==> src/rtl/wsp_pkg.sv <==
// Package for the weighted 2x2 subsampling pool: item kinds, register
// indexes, arithmetic constants and the records passed between the blocks.
// No dependencies.
package wsp_pkg;

  localparam int DATA_W      = 16;  // sample, weight, bias and result width
  localparam int IDX_W       = 6;   // table_index field width
  localparam int POS_W       = 4;   // out_channel / out_row / out_col width
  localparam int MAP_REG_W   = 6;   // map_width register width
  localparam int CHAN_REG_W  = 5;   // channels_in_use register width
  localparam int CFG_IDX_W   = 1;
  localparam int CFG_DATA_W  = 6;
  localparam int PROD_W      = 2 * DATA_W;
  localparam int ACC_W       = 34;  // exact Q10.24 window sum
  localparam int SCALED_W    = 48;  // window sum times the Q2.12 scale
  localparam int WADDR_MAX_W = 8;   // weight address at the largest channel count
  localparam int BADDR_MAX_W = 6;   // bias address at the largest channel count
  localparam int SLOT_MAX_W  = 5;   // upper-row slot at the largest map width

  // 2.7 in Q2.12, and the half LSB used to round Q.36 down to Q.12.
  localparam logic signed [14:0] SCALE_Q12  = 15'sd11059;
  localparam logic signed [SCALED_W-1:0] ROUND_HALF = 48'sd8388608;
  localparam int ROUND_SHIFT = 24;

  typedef enum logic [1:0] {
    FUNC_SAMPLE = 2'd0,
    FUNC_WEIGHT = 2'd1,
    FUNC_BIAS   = 2'd2,
    FUNC_NONE   = 2'd3
  } func_t;

  localparam logic [CFG_IDX_W-1:0] CFG_MAP_WIDTH = 1'd0;
  localparam logic [CFG_IDX_W-1:0] CFG_CHANNELS  = 1'd1;

  typedef struct packed {
    logic                  en;
    logic [CFG_IDX_W-1:0]  index;
    logic [CFG_DATA_W-1:0] data;
  } cfg_wr_t;

  // One classified item on its way from the front end to the back end.
  typedef struct packed {
    func_t                  kind;
    logic [DATA_W-1:0]      value;
    logic [WADDR_MAX_W-1:0] waddr;
    logic [BADDR_MAX_W-1:0] baddr;
    logic [SLOT_MAX_W-1:0]  slot;
    logic                   col_odd;
    logic                   row_odd;
    logic [POS_W-1:0]       ochan;
    logic [POS_W-1:0]       orow;
    logic [POS_W-1:0]       ocol;
    logic                   last;
  } cmd_t;

  typedef struct packed {
    logic [DATA_W-1:0] pooled;
    logic [POS_W-1:0]  chan;
    logic [POS_W-1:0]  row;
    logic [POS_W-1:0]  col;
    logic              done;
  } result_t;

  typedef enum logic [2:0] {
    BK_IDLE,
    BK_MUL,
    BK_ACC,
    BK_SCALE,
    BK_FINISH
  } back_state_t;

endpackage

==> src/rtl/wsp_ram.sv <==
// Generic single-write, single-read RAM with a registered read port.
// No dependencies.
module wsp_ram #(
  parameter int WIDTH = 16,
  parameter int DEPTH = 16,
  localparam int AW = (DEPTH > 1) ? $clog2(DEPTH) : 1
) (
  input  logic             clk,
  input  logic             we,
  input  logic [AW-1:0]    waddr,
  input  logic [WIDTH-1:0] wdata,
  input  logic [AW-1:0]    raddr,
  output logic [WIDTH-1:0] rdata
);

  logic [WIDTH-1:0] mem [DEPTH];
  logic [WIDTH-1:0] rdata_r;

  always_ff @(posedge clk) begin
    if (we) begin
      mem[waddr] <= wdata;
    end
    rdata_r <= mem[raddr];
  end

  assign rdata = rdata_r;

endmodule

==> src/rtl/wsp_queue.sv <==
// Short FIFO of classified items between the front end and the back end.
// Depends on wsp_pkg.
module wsp_queue #(
  parameter int DEPTH = 2
) (
  input  logic          clk,
  input  logic          rst_n,
  input  logic          push,
  input  wsp_pkg::cmd_t push_cmd,
  output logic          full,
  input  logic          pop,
  output logic          not_empty,
  output wsp_pkg::cmd_t head
);

  localparam int PTR_W = (DEPTH > 1) ? $clog2(DEPTH) : 1;
  localparam int CNT_W = $clog2(DEPTH + 1);

  wsp_pkg::cmd_t    entries_r [DEPTH];
  logic [PTR_W-1:0] wr_ptr_r, wr_ptr_nxt;
  logic [PTR_W-1:0] rd_ptr_r, rd_ptr_nxt;
  logic [CNT_W-1:0] count_r, count_nxt;

  always_comb begin
    wr_ptr_nxt = wr_ptr_r;
    rd_ptr_nxt = rd_ptr_r;
    count_nxt  = count_r;
    if (push) begin
      wr_ptr_nxt = (wr_ptr_r == PTR_W'(DEPTH - 1)) ? '0 : wr_ptr_r + 1'b1;
    end
    if (pop) begin
      rd_ptr_nxt = (rd_ptr_r == PTR_W'(DEPTH - 1)) ? '0 : rd_ptr_r + 1'b1;
    end
    if (push && !pop) begin
      count_nxt = count_r + 1'b1;
    end else if (pop && !push) begin
      count_nxt = count_r - 1'b1;
    end
  end

  always_ff @(posedge clk) begin
    if (!rst_n) begin
      wr_ptr_r <= '0;
      rd_ptr_r <= '0;
      count_r  <= '0;
    end else begin
      wr_ptr_r <= wr_ptr_nxt;
      rd_ptr_r <= rd_ptr_nxt;
      count_r  <= count_nxt;
    end
  end

  always_ff @(posedge clk) begin
    if (push) begin
      entries_r[wr_ptr_r] <= push_cmd;
    end
  end

  assign full      = (count_r == CNT_W'(DEPTH));
  assign not_empty = (count_r != '0);
  assign head      = entries_r[rd_ptr_r];

endmodule

==> src/rtl/wsp_front.sv <==
// Front end: configuration registers, raster position counters and the
// classification of each accepted item into a queue entry. Depends on wsp_pkg.
module wsp_front #(
  parameter int MAX_MAP_WIDTH = 32,
  parameter int MAX_CHANNELS  = 16
) (
  input  logic                         clk,
  input  logic                         rst_n,
  input  wsp_pkg::cfg_wr_t             cfg,
  input  logic                         in_valid,
  output logic                         in_ready,
  input  logic [1:0]                   in_func,
  input  logic [wsp_pkg::DATA_W-1:0]   in_value,
  input  logic [wsp_pkg::IDX_W-1:0]    in_index,
  input  logic                         q_full,
  output logic                         q_push,
  output wsp_pkg::cmd_t                q_cmd
);

  localparam int CNT_W = $clog2(MAX_MAP_WIDTH);
  localparam int EW_W  = $clog2(MAX_MAP_WIDTH + 1);
  localparam int CH_W  = (MAX_CHANNELS > 1) ? $clog2(MAX_CHANNELS) : 1;
  localparam int EC_W  = $clog2(MAX_CHANNELS + 1);

  logic [wsp_pkg::MAP_REG_W-1:0]  map_width_r;
  logic [wsp_pkg::CHAN_REG_W-1:0] channels_r;
  logic [CNT_W-1:0] col_r, col_nxt;
  logic [CNT_W-1:0] row_r, row_nxt;
  logic [CH_W-1:0]  ch_r, ch_nxt;

  logic [6:0]      w_raw, w_clamp, c_raw, c_clamp;
  logic [EW_W-1:0] eff_w;
  logic [EC_W-1:0] eff_ch;
  logic            col_wrap, row_wrap, ch_wrap;
  logic            accept, keep;
  wsp_pkg::func_t  kind;

  // Effective map side: even, at least 2, at most the built maximum.
  always_comb begin
    w_raw = {1'b0, map_width_r[wsp_pkg::MAP_REG_W-1:1], 1'b0};
    if (w_raw < 7'd2) begin
      w_clamp = 7'd2;
    end else if (w_raw > 7'(MAX_MAP_WIDTH)) begin
      w_clamp = 7'(MAX_MAP_WIDTH);
    end else begin
      w_clamp = w_raw;
    end
    c_raw = {2'b00, channels_r};
    if (c_raw == 7'd0) begin
      c_clamp = 7'd1;
    end else if (c_raw > 7'(MAX_CHANNELS)) begin
      c_clamp = 7'(MAX_CHANNELS);
    end else begin
      c_clamp = c_raw;
    end
    eff_w  = w_clamp[EW_W-1:0];
    eff_ch = c_clamp[EC_W-1:0];
  end

  assign col_wrap = ((CNT_W + 1)'(col_r) + 1'b1) >= (CNT_W + 1)'(eff_w);
  assign row_wrap = ((CNT_W + 1)'(row_r) + 1'b1) >= (CNT_W + 1)'(eff_w);
  assign ch_wrap  = ((CH_W + 1)'(ch_r) + 1'b1) >= (CH_W + 1)'(eff_ch);

  assign kind     = wsp_pkg::func_t'(in_func);
  assign in_ready = !q_full;
  assign accept   = in_valid && in_ready;

  always_comb begin
    keep = 1'b0;
    case (kind)
      wsp_pkg::FUNC_SAMPLE: keep = 1'b1;
      wsp_pkg::FUNC_WEIGHT: keep = ({3'b000, in_index} < 9'(MAX_CHANNELS * 4));
      wsp_pkg::FUNC_BIAS:   keep = ({1'b0, in_index} < 7'(MAX_CHANNELS));
      default:              keep = 1'b0;
    endcase
  end

  assign q_push = accept && keep;

  always_comb begin
    q_cmd         = '0;
    q_cmd.kind    = kind;
    q_cmd.value   = in_value;
    if (kind == wsp_pkg::FUNC_SAMPLE) begin
      q_cmd.waddr   = wsp_pkg::WADDR_MAX_W'({ch_r, row_r[0], col_r[0]});
      q_cmd.baddr   = wsp_pkg::BADDR_MAX_W'(ch_r);
      q_cmd.slot    = wsp_pkg::SLOT_MAX_W'(col_r >> 1);
      q_cmd.col_odd = col_r[0];
      q_cmd.row_odd = row_r[0];
      q_cmd.ochan   = wsp_pkg::POS_W'(ch_r);
      q_cmd.orow    = wsp_pkg::POS_W'(row_r >> 1);
      q_cmd.ocol    = wsp_pkg::POS_W'(col_r >> 1);
      q_cmd.last    = col_wrap && row_wrap;
    end else begin
      q_cmd.waddr   = wsp_pkg::WADDR_MAX_W'(in_index);
      q_cmd.baddr   = wsp_pkg::BADDR_MAX_W'(in_index);
    end
  end

  always_comb begin
    col_nxt = col_r;
    row_nxt = row_r;
    ch_nxt  = ch_r;
    if (accept && kind == wsp_pkg::FUNC_SAMPLE) begin
      if (col_wrap) begin
        col_nxt = '0;
        if (row_wrap) begin
          row_nxt = '0;
          ch_nxt  = ch_wrap ? '0 : ch_r + 1'b1;
        end else begin
          row_nxt = row_r + 1'b1;
        end
      end else begin
        col_nxt = col_r + 1'b1;
      end
    end
  end

  always_ff @(posedge clk) begin
    if (!rst_n) begin
      map_width_r <= wsp_pkg::MAP_REG_W'(28);
      channels_r  <= wsp_pkg::CHAN_REG_W'(6);
      col_r       <= '0;
      row_r       <= '0;
      ch_r        <= '0;
    end else if (cfg.en) begin
      // Any register write restarts at the top of map 0.
      if (cfg.index == wsp_pkg::CFG_MAP_WIDTH) begin
        map_width_r <= cfg.data[wsp_pkg::MAP_REG_W-1:0];
      end else if (cfg.index == wsp_pkg::CFG_CHANNELS) begin
        channels_r <= cfg.data[wsp_pkg::CHAN_REG_W-1:0];
      end
      col_r <= '0;
      row_r <= '0;
      ch_r  <= '0;
    end else begin
      col_r <= col_nxt;
      row_r <= row_nxt;
      ch_r  <= ch_nxt;
    end
  end

endmodule

==> src/rtl/wsp_back.sv <==
// Back end: table writes, multiply-accumulate over each window, scaling,
// bias and saturation, and the result register. Depends on wsp_pkg, wsp_ram.
module wsp_back #(
  parameter int MAX_MAP_WIDTH = 32,
  parameter int MAX_CHANNELS  = 16
) (
  input  logic             clk,
  input  logic             rst_n,
  input  logic             q_not_empty,
  input  wsp_pkg::cmd_t    q_head,
  output logic             q_pop,
  output logic             out_valid,
  input  logic             out_ready,
  output wsp_pkg::result_t out_res
);

  localparam int WDEPTH = MAX_CHANNELS * 4;
  localparam int SDEPTH = MAX_MAP_WIDTH / 2;
  localparam int WAW = (WDEPTH > 1) ? $clog2(WDEPTH) : 1;
  localparam int BAW = (MAX_CHANNELS > 1) ? $clog2(MAX_CHANNELS) : 1;
  localparam int SAW = (SDEPTH > 1) ? $clog2(SDEPTH) : 1;
  localparam int DW  = wsp_pkg::DATA_W;

  wsp_pkg::back_state_t state_r, state_nxt;
  wsp_pkg::cmd_t        cmd_r, cmd_sel;

  logic                             w_we, b_we, s_we, load_out;
  logic [DW-1:0]                    w_rd, b_rd;
  logic [wsp_pkg::ACC_W-1:0]        s_rd;
  logic signed [wsp_pkg::PROD_W-1:0]   prod_r;
  logic signed [wsp_pkg::ACC_W-1:0]    pair_r, win_r, prod_ext, acc_sum;
  logic signed [wsp_pkg::SCALED_W-1:0] scaled_r, rounded;
  logic signed [23:0]               shifted;
  logic signed [24:0]               biased;
  logic [DW-1:0]                    sat;
  logic                             out_valid_r;
  wsp_pkg::result_t                 out_res_r;

  // Reads are addressed from the queue head while waiting, then held on the
  // item in work so the registered read data stays put.
  assign cmd_sel = (state_r == wsp_pkg::BK_IDLE) ? q_head : cmd_r;

  wsp_ram #(.WIDTH(DW), .DEPTH(WDEPTH)) u_weights (
    .clk   (clk),
    .we    (w_we),
    .waddr (q_head.waddr[WAW-1:0]),
    .wdata (q_head.value),
    .raddr (cmd_sel.waddr[WAW-1:0]),
    .rdata (w_rd)
  );

  wsp_ram #(.WIDTH(DW), .DEPTH(MAX_CHANNELS)) u_biases (
    .clk   (clk),
    .we    (b_we),
    .waddr (q_head.baddr[BAW-1:0]),
    .wdata (q_head.value),
    .raddr (cmd_sel.baddr[BAW-1:0]),
    .rdata (b_rd)
  );

  wsp_ram #(.WIDTH(wsp_pkg::ACC_W), .DEPTH(SDEPTH)) u_row_sums (
    .clk   (clk),
    .we    (s_we),
    .waddr (cmd_r.slot[SAW-1:0]),
    .wdata (acc_sum),
    .raddr (cmd_sel.slot[SAW-1:0]),
    .rdata (s_rd)
  );

  assign prod_ext = {{(wsp_pkg::ACC_W - wsp_pkg::PROD_W){prod_r[wsp_pkg::PROD_W-1]}}, prod_r};
  assign acc_sum  = cmd_r.col_odd ? pair_r + prod_ext : prod_ext;

  // Round Q.36 to Q.12 with a floor shift, add the bias, saturate.
  always_comb begin
    rounded = scaled_r + wsp_pkg::ROUND_HALF;
    shifted = rounded[wsp_pkg::SCALED_W-1:wsp_pkg::ROUND_SHIFT];
    biased  = {shifted[23], shifted} + {{9{b_rd[DW-1]}}, b_rd};
    if (biased > 25'sd32767) begin
      sat = 16'h7FFF;
    end else if (biased < -25'sd32768) begin
      sat = 16'h8000;
    end else begin
      sat = biased[DW-1:0];
    end
  end

  always_comb begin
    state_nxt = state_r;
    q_pop     = 1'b0;
    w_we      = 1'b0;
    b_we      = 1'b0;
    s_we      = 1'b0;
    load_out  = 1'b0;
    case (state_r)
      wsp_pkg::BK_IDLE: begin
        if (q_not_empty) begin
          q_pop = 1'b1;
          case (q_head.kind)
            wsp_pkg::FUNC_SAMPLE: state_nxt = wsp_pkg::BK_MUL;
            wsp_pkg::FUNC_WEIGHT: w_we = 1'b1;
            wsp_pkg::FUNC_BIAS:   b_we = 1'b1;
            default:              state_nxt = wsp_pkg::BK_IDLE;
          endcase
        end
      end
      wsp_pkg::BK_MUL: state_nxt = wsp_pkg::BK_ACC;
      wsp_pkg::BK_ACC: begin
        if (cmd_r.col_odd && cmd_r.row_odd) begin
          state_nxt = wsp_pkg::BK_SCALE;
        end else begin
          s_we      = cmd_r.col_odd;
          state_nxt = wsp_pkg::BK_IDLE;
        end
      end
      wsp_pkg::BK_SCALE: state_nxt = wsp_pkg::BK_FINISH;
      wsp_pkg::BK_FINISH: begin
        if (!out_valid_r || out_ready) begin
          load_out  = 1'b1;
          state_nxt = wsp_pkg::BK_IDLE;
        end
      end
      default: state_nxt = wsp_pkg::BK_IDLE;
    endcase
  end

  always_ff @(posedge clk) begin
    if (!rst_n) begin
      state_r     <= wsp_pkg::BK_IDLE;
      out_valid_r <= 1'b0;
    end else begin
      state_r <= state_nxt;
      if (load_out) begin
        out_valid_r <= 1'b1;
      end else if (out_ready) begin
        out_valid_r <= 1'b0;
      end
    end
  end

  always_ff @(posedge clk) begin
    if (q_pop) begin
      cmd_r <= q_head;
    end
    if (state_r == wsp_pkg::BK_MUL) begin
      prod_r <= $signed(cmd_r.value) * $signed(w_rd);
    end
    if (state_r == wsp_pkg::BK_ACC) begin
      pair_r <= acc_sum;
      win_r  <= $signed(s_rd) + acc_sum;
    end
    if (state_r == wsp_pkg::BK_SCALE) begin
      scaled_r <= win_r * wsp_pkg::SCALE_Q12;
    end
    if (load_out) begin
      out_res_r.pooled <= sat;
      out_res_r.chan   <= cmd_r.ochan;
      out_res_r.row    <= cmd_r.orow;
      out_res_r.col    <= cmd_r.ocol;
      out_res_r.done   <= cmd_r.last;
    end
  end

  assign out_valid = out_valid_r;
  assign out_res   = out_res_r;

endmodule

==> src/rtl/weighted_2x2_subsample_pool.sv <==
// Top level of the weighted 2x2 subsampling pool: stream ports, front end,
// item queue and back end. Depends on wsp_pkg, wsp_front, wsp_queue, wsp_back.
//
// This block performs trainable 2x2 subsampling. Feature-map samples arrive
// in raster order, one square map after another; every non-overlapping 2x2
// window is weighted by its channel's four weights, summed exactly, scaled by
// 2.7 (Q2.12), rounded to Q4.12, offset by the channel's bias and saturated to
// 16 bits. One result leaves when the bottom-right sample of a window arrives,
// and out_tlast marks the last window of each map. Weights and biases are
// loaded in-band with tuser codes 1 and 2; tuser code 3 is accepted and
// dropped, as are table writes beyond the built channel count. Every read of
// a weight or bias that was never loaded returns an unspecified value, so
// the tables must be loaded before samples are sent. Writing either register
// restarts the stream at row 0, column 0 of map 0; write registers only while
// the block is idle. The back-end sequencer takes one item at a time from a
// two-entry queue and finishes it before taking the next: a table load is
// written from the idle state, a sample that closes no window goes through
// the table read, multiply and accumulate steps, and a sample that closes a
// window adds the scale multiply and the bias/saturation step, in which it
// waits while the output register still holds an untaken result. A finished
// result waits in the output register while the next samples are worked on.
module weighted_2x2_subsample_pool #(
  parameter int MAX_MAP_WIDTH = 32,
  parameter int MAX_CHANNELS  = 16
) (
  input  logic        clk,
  input  logic        rst_n,
  // Configuration write port.
  input  logic        cfg_wr_en,
  input  logic [0:0]  cfg_addr,
  input  logic [5:0]  cfg_data,
  // Input stream.
  input  logic        in_tvalid,
  output logic        in_tready,
  input  logic [23:0] in_tdata,   // [15:0] value, [21:16] table_index, [23:22] zero
  input  logic [1:0]  in_tuser,   // [1:0] func
  // Result stream.
  output logic        out_tvalid,
  input  logic        out_tready,
  output logic [31:0] out_tdata,  // [15:0] pooled_value, [19:16] out_channel,
                                  // [23:20] out_row, [27:24] out_col, [31:28] zero
  output logic        out_tlast   // map_done
);

  wsp_pkg::cfg_wr_t cfg;
  wsp_pkg::cmd_t    push_cmd, head;
  wsp_pkg::result_t res;
  logic             q_push, q_full, q_pop, q_not_empty;

  assign cfg.en    = cfg_wr_en;
  assign cfg.index = cfg_addr;
  assign cfg.data  = cfg_data;

  // The front end keeps the raster position and tags each sample with its
  // table addresses, so the back end never needs the counters.
  wsp_front #(
    .MAX_MAP_WIDTH (MAX_MAP_WIDTH),
    .MAX_CHANNELS  (MAX_CHANNELS)
  ) u_front (
    .clk      (clk),
    .rst_n    (rst_n),
    .cfg      (cfg),
    .in_valid (in_tvalid),
    .in_ready (in_tready),
    .in_func  (in_tuser),
    .in_value (in_tdata[15:0]),
    .in_index (in_tdata[21:16]),
    .q_full   (q_full),
    .q_push   (q_push),
    .q_cmd    (push_cmd)
  );

  wsp_queue #(.DEPTH(2)) u_queue (
    .clk       (clk),
    .rst_n     (rst_n),
    .push      (q_push),
    .push_cmd  (push_cmd),
    .full      (q_full),
    .pop       (q_pop),
    .not_empty (q_not_empty),
    .head      (head)
  );

  wsp_back #(
    .MAX_MAP_WIDTH (MAX_MAP_WIDTH),
    .MAX_CHANNELS  (MAX_CHANNELS)
  ) u_back (
    .clk         (clk),
    .rst_n       (rst_n),
    .q_not_empty (q_not_empty),
    .q_head      (head),
    .q_pop       (q_pop),
    .out_valid   (out_tvalid),
    .out_ready   (out_tready),
    .out_res     (res)
  );

  assign out_tdata = {4'b0000, res.col, res.row, res.chan, res.pooled};
  assign out_tlast = res.done;

endmodule

==> config.mk <==
export PLATFORM = sky130hd
export DESIGN_NAME = weighted_2x2_subsample_pool
export DESIGN_NICKNAME = d
export VERILOG_FILES = /design/src/rtl/wsp_pkg.sv /design/src/rtl/wsp_ram.sv /design/src/rtl/wsp_queue.sv /design/src/rtl/wsp_front.sv /design/src/rtl/wsp_back.sv /design/src/rtl/weighted_2x2_subsample_pool.sv
export SDC_FILE = /design/constraint.sdc
export NUM_CORES = 2
export LEC_CHECK = 0
export BUFFER_PORTS_ARGS = -buffer_cell sky130_fd_sc_hd__buf_2
export CAP_MARGIN = 15
export CORE_ASPECT_RATIO = 0.7
export CORE_UTILIZATION = 52
export CTS_BUF_LIST = sky130_fd_sc_hd__clkbuf_8
export CTS_CLUSTER_SIZE = 40
export DETAILED_ROUTE_END_ITERATION = 16
export GPL_ROUTABILITY_DRIVEN = 0
export PLACE_DENSITY_LB_ADDON = 0.08
export SYNTH_ARGS = -nofsm -noshare
export SYNTH_HDL_FRONTEND = slang
export SYNTH_HIERARCHICAL = 1
export SYNTH_SLANG_ARGS = --single-unit
==> constraint.sdc <==
create_clock -name clk -period 17.9 [get_ports clk]
set_input_delay 3.58 -clock clk [delete_from_list [all_inputs] [get_ports clk]]
set_output_delay 3.58 -clock clk [all_outputs]
set_load 0.005 [all_outputs]
# ---- Word-level counts from Yosys, hierarchy flattened
# Memory sizes are Yosys's and may differ from the RTL's. A register that Yosys moved wholly into a read port is not among the register bits.
# Cells that the tools add are included.
dict set report classes {
  n_addsub 14
  n_mul 2
  magnitude_cmp 9
  n_eq_ne 12
  n_mux 46
  n_bitwise 2
  reduce_logical 27
}
# op n
set op_table {}
lappend op_table {{$add A48 B25 Y48 const B} 1}
lappend op_table {{$mul A34 B15 Y48 const B} 1}
lappend op_table {{$add A34 B32 Y34} 1}
lappend op_table {{$add A34 B34 Y34} 1}
lappend op_table {{$mux W34} 1}
lappend op_table {{$mul A16 B16 Y32} 1}
lappend op_table {{$mux W32} 1}
lappend op_table {{$mux W1} 26}
lappend op_table {{$add A24 B16 Y25} 1}
lappend op_table {{$gt A25 B16 Y1 const B} 1}
lappend op_table {{$lt A25 B16 Y1 const B} 1}
lappend op_table {{$mux W5} 4}
lappend op_table {{$mux W19} 1}
lappend op_table {{$mux W16} 1}
lappend op_table {{$pmux W3 S5} 1}
lappend op_table {{$add A5 B1 Y6 const B} 2}
lappend op_table {{$ge A6 B6 Y1} 2}
lappend op_table {{$mux W12} 1}
lappend op_table {{$mux W6} 2}
lappend op_table {{$add A5 B1 Y5 const B} 2}
lappend op_table {{$logic_and A1 B1 Y1} 7}
lappend op_table {{$eq A2 B2 Y1 const B} 3}
lappend op_table {{$eq A3 B2 Y1 const B} 2}
lappend op_table {{$gt A6 B6 Y1 const B} 1}
lappend op_table {{other kinds (29)} 47}
dict set report totals {
  ff_bits 258
  mem_bits_rw 1922
  inputBits 38
  output_inout_bits 35
  elab_cells 145
  memories 4
}
# memory depth width read_ports rd_ports_with_merged_regs wr line_no
set mem_list {}
lappend mem_list {u_back.u_weights.mem 64 16 1 1 1 wsp_ram.sv:16} ;# logic [WIDTH-1:0] mem [DEPTH];
lappend mem_list {u_back.u_row_sums.mem 16 34 1 1 1 wsp_ram.sv:16}
lappend mem_list {u_back.u_biases.mem 16 16 1 1 1 wsp_ram.sv:16}
lappend mem_list {u_queue.entries_r 2 49 1 1 1 wsp_queue.sv:19} ;# wsp_pkg::cmd_t entries_r [DEPTH];

# ---- Logic depth before layout (Yosys ltp)
dict set report logic_depth {
  word_depth 8
  mapped_depth 25
  depth_no_buf 24
}

# ---- Cells and area by module
# Netlist, hierarchy kept.
# module n_inst cells_each area_per_inst_um2 seq_area_each_um2
set by_module_without_submodules {}
lappend by_module_without_submodules {{wsp_ram (u_back.u_weights)} 1 1829 40042.2 31069.8}
lappend by_module_without_submodules {wsp_back 1 2879 29932.5 6055.8}
lappend by_module_without_submodules {{wsp_ram (u_back.u_row_sums)} 1 888 21076.5 17016.3}
lappend by_module_without_submodules {{wsp_ram (u_back.u_biases)} 1 432 10042.1 8007.7}
lappend by_module_without_submodules {wsp_queue 1 184 3991.3 3223.1}
lappend by_module_without_submodules {wsp_front 1 264 1991.9 480.5}
lappend by_module_without_submodules {weighted_2x2_subsample_pool 1 5 33.8 0.0}

# ---- Least setup slack after synthesis
# No wires, ideal clock.
dict set report synth_timing {
  path_type {flip-flop to flip-flop}
  start {reg u_back.state_r[1]}
  end {mem u_back/u_row_sums/mem[0][0] (netlist name) (enable)}
  setup_time_ns 0.467
  arrival_time_ns 8.856
  required_ns 17.433
  setup_slack_ns 8.576
  path_stages_with_launch 6
  path_buffers 0
  cell_sequence {dfxtp_1 nor3b_1 nand2_1 nor2_1 or3b_2 nor3_1}
}
dict set report synth_via {
  elab_chain_cells 4
}
# item line_no
set synth_lines {}
lappend synth_lines {{start: declaration} wsp_back.sv:24} ;# wsp_pkg::back_state_t state_r, state_nxt;
lappend synth_lines {{start signal: assignment} wsp_back.sv:128} ;# state_r <= wsp_pkg::BK_IDLE;
lappend synth_lines {{start signal: assignment} wsp_back.sv:131} ;# state_r <= state_nxt;
lappend synth_lines {{$eq A3 B2 Y1} wsp_back.sv:94} ;# case (state_r)
lappend synth_lines {{$mux W1} wsp_back.sv:94}
lappend synth_lines {{named net u_back.s_we} wsp_back.sv:27} ;# logic w_we, b_we, s_we, load_out;
lappend synth_lines {{$mux W1} wsp_ram.sv:20} ;# if (we) begin
lappend synth_lines {{$mux W1 (implied by the code)} wsp_ram.sv:21} ;# mem[waddr] <= wdata;
lappend synth_lines {{end: declaration} wsp_ram.sv:16}
# The timed path passes the listed nets, and every way through them passes these cells.

# ---- Worst setup path in the final report
dict set report layout_timing {
  start {reg u_back/cmd_r[43] (netlist name)}
  end {reg u_back/prod_r[30] (netlist name), data pin}
}
dict set report layout_via {
  elab_chain_cells 1
}
# item line_no
set layout_lines {}
lappend layout_lines {{start: declaration} wsp_back.sv:25} ;# wsp_pkg::cmd_t cmd_r, cmd_sel;
lappend layout_lines {{start signal: assignment} wsp_back.sv:142} ;# cmd_r <= q_head;
lappend layout_lines {{$mul A16 B16 Y32} wsp_back.sv:145} ;# prod_r <= $signed(cmd_r.value) * $signed(w_rd);
lappend layout_lines {{end signal: assignment} wsp_back.sv:145}
lappend layout_lines {{end: declaration} wsp_back.sv:30} ;# logic signed [wsp_pkg::PROD_W-1:0] prod_r;
# No other way between the ends.
# A chain may end at the register's enable or synchronous reset.

==> out/metrics.yaml <==
h-tree-depth: 5
yosys_warnings: 6
nFillCells: 15950
wl_um: 254300
clkTransAtPathRegs_ns: 0.06
syn_to_final_growth_pct: 9.323
syn_area_sq_um: 106700
fin_nets: 7663
top_usage_layer: "met1"
cts_sinks: 2216
core_area_sq_um: 203100
slowest_stage: "edfxtp_1"
cts_resized: 0
finalHoldViolCount: 0
setup_ws_ns: 10.30
slew_viol_final: 0
rows: 138
max_freq_ghz: 0.1315
instances_no_fill: 9763
die-area_sq_um: 207100
io_pins: 73
avgSynthCellArea_sq_um: 16.52
rsz0062_at_grt: "false"
worst_slew_pin_slew_ns: 1.197
drive_gt1_frac: 0.1767
skew_ns: 0.08109
wl_per_cell_um: 26.05
cp.arrival_ns: 8.31
relSlewSlack: 0.2010
drt_pre_antenna_iters: 7
antenna_found_initial: 9
cts_buffers: 341
grt_overflow_total: 0
cts_hold_buf: 0
endpoint_kind: "flop"
setup_viol: 0
cts_setup_buffers: 0
ant_nets: 0
cpLargestDelayFamily: "adder cells"
grt_use_met1: 0.3856
grt_max_degree: 133
grt_pass1_wl_um: 378000
grt_usage: 0.2488
drc: 0
start_util: 0.5256
tns_ns: 0
portBuffers: 66
place_inst: 9150
dp_hpwl_um: 164500
path_class: "flop to flop"
finalCritPeriodShare: 0.4247
use_met3: 0.03782
crit_required_ns: 18.60
path_cells: "and2_1 -> fa_1 -> inv_1 -> fa_1 -> fa_1 -> inv_1 -> fa_1 -> fa_1 -> inv_1 -> fa_1 -> inv_1 -> ha_1 -> a21o_1 -> a21o_1 -> a21o_1 -> and2_1 -> or3_1 -> nor3_1 -> o31ai_1 -> a21oi_1 -> o2111ai_1 -> a21oi_1 -> xnor2_1"
crit_fanout: 17
path_common_cell: "fa_1"
grt_use_met2: 0.3694
cts_tree: "done"
hp-class: "flop to flop"
critical-path-max-stage-delay_ns: 0.72
cts-root-buf: "clkbuf_8"
fin_crit_ns: 7.602
die_w_um: 543.5
clock_path_buffers: 4
drv_cap: 0
cp.buffers_inverters: 4
outcome: "finished, final reports clean"
final_common_cell: "edfxtp_1"
start_kind: "flop"
viasPerCell: 5.801
die_h_um: 381.0
drtIter0Drc: 5794
clock_latency_ns: 0.98
vias: 56630
syn_inst: 6462
grt_pass1_vias: 57480
final_cell_mix: "edfxtp_1, inv_1, fa_1"
post-place-ws_ns: 10.50
## metrics by stage
| stage | area [sq um] | util | hold WS, ns |
|---|---|---|---|
| final | 116700 | 0.5746 | 0.3792 |
| after global routing | 116700 | 0.5746 | 0.3803 |
| after CTS | 116700 | 0.5745 | 0.3675 |
| after detailed placement | 110400 | 0.5436 | 0.4054 |
| after global placement | 110400 | 0.5436 | 0.4046 |
| after floorplan | 106700 | - | 0.4003 |
## registers in the layout (all words and copies together), names as in the netlist, 16 cells and up, named ones only
| name | cells |
|---|---|
| u_back/u_row_sums/mem | 544 |
| u_back/u_row_sums/rdata | 34 |
| u_back/cmd_r | 45 |
| u_back/prod_r | 32 |
| u_queue/entries_r | 94 |
| u_back/u_weights/rdata | 16 |
| u_back/out_res | 29 |
| u_back/u_biases/rdata | 16 |
| u_back/u_weights/mem | 1024 |
| u_back/u_biases/mem | 256 |
| u_back/pair_r | 34 |
| u_back/scaled_r | 25 |
| u_back/win_r | 34 |
## routing by layer
metal,vias to the layer above,wire length [um],share of wire
met5,-,0,0
met4,0,5944,0.023
met3,338,16550,0.065
li1,24810,-,-
met1,29570,118200,0.46
met2,1910,113600,0.45
## area by class of cell
type	count	area, sq um	area share
Sequential cell	2216	65550	0.5618
Timing Repair Buffer	210	1440	0.01234
Tap cell	2730	3416	0.02928
Inverter	632	2372	0.02033
Clock buffer	363	4996	0.04282
Clock inverter	243	1275	0.01093
Multi-Input combinational cell	3363	37610	0.3223
Antenna cell	6	15.01	0.0001287
## worst paths after layout
kind	from	to	slack, ns	depth (start not counted)
max	u_back/cmd_r[43]	u_back/prod_r[30]	10.30	23
min	u_back/cmd_r[0]	u_back/out_res[0]	0.38	0
max reg2reg	u_back/cmd_r[43]	u_back/prod_r[30]	10.30	23
min reg2reg	u_back/cmd_r[0]	u_back/out_res[0]	0.38	0
Power is left out: the tool's default activity adds up to more than one toggle a clock period on the data nets, which glitch-free logic cannot reach.
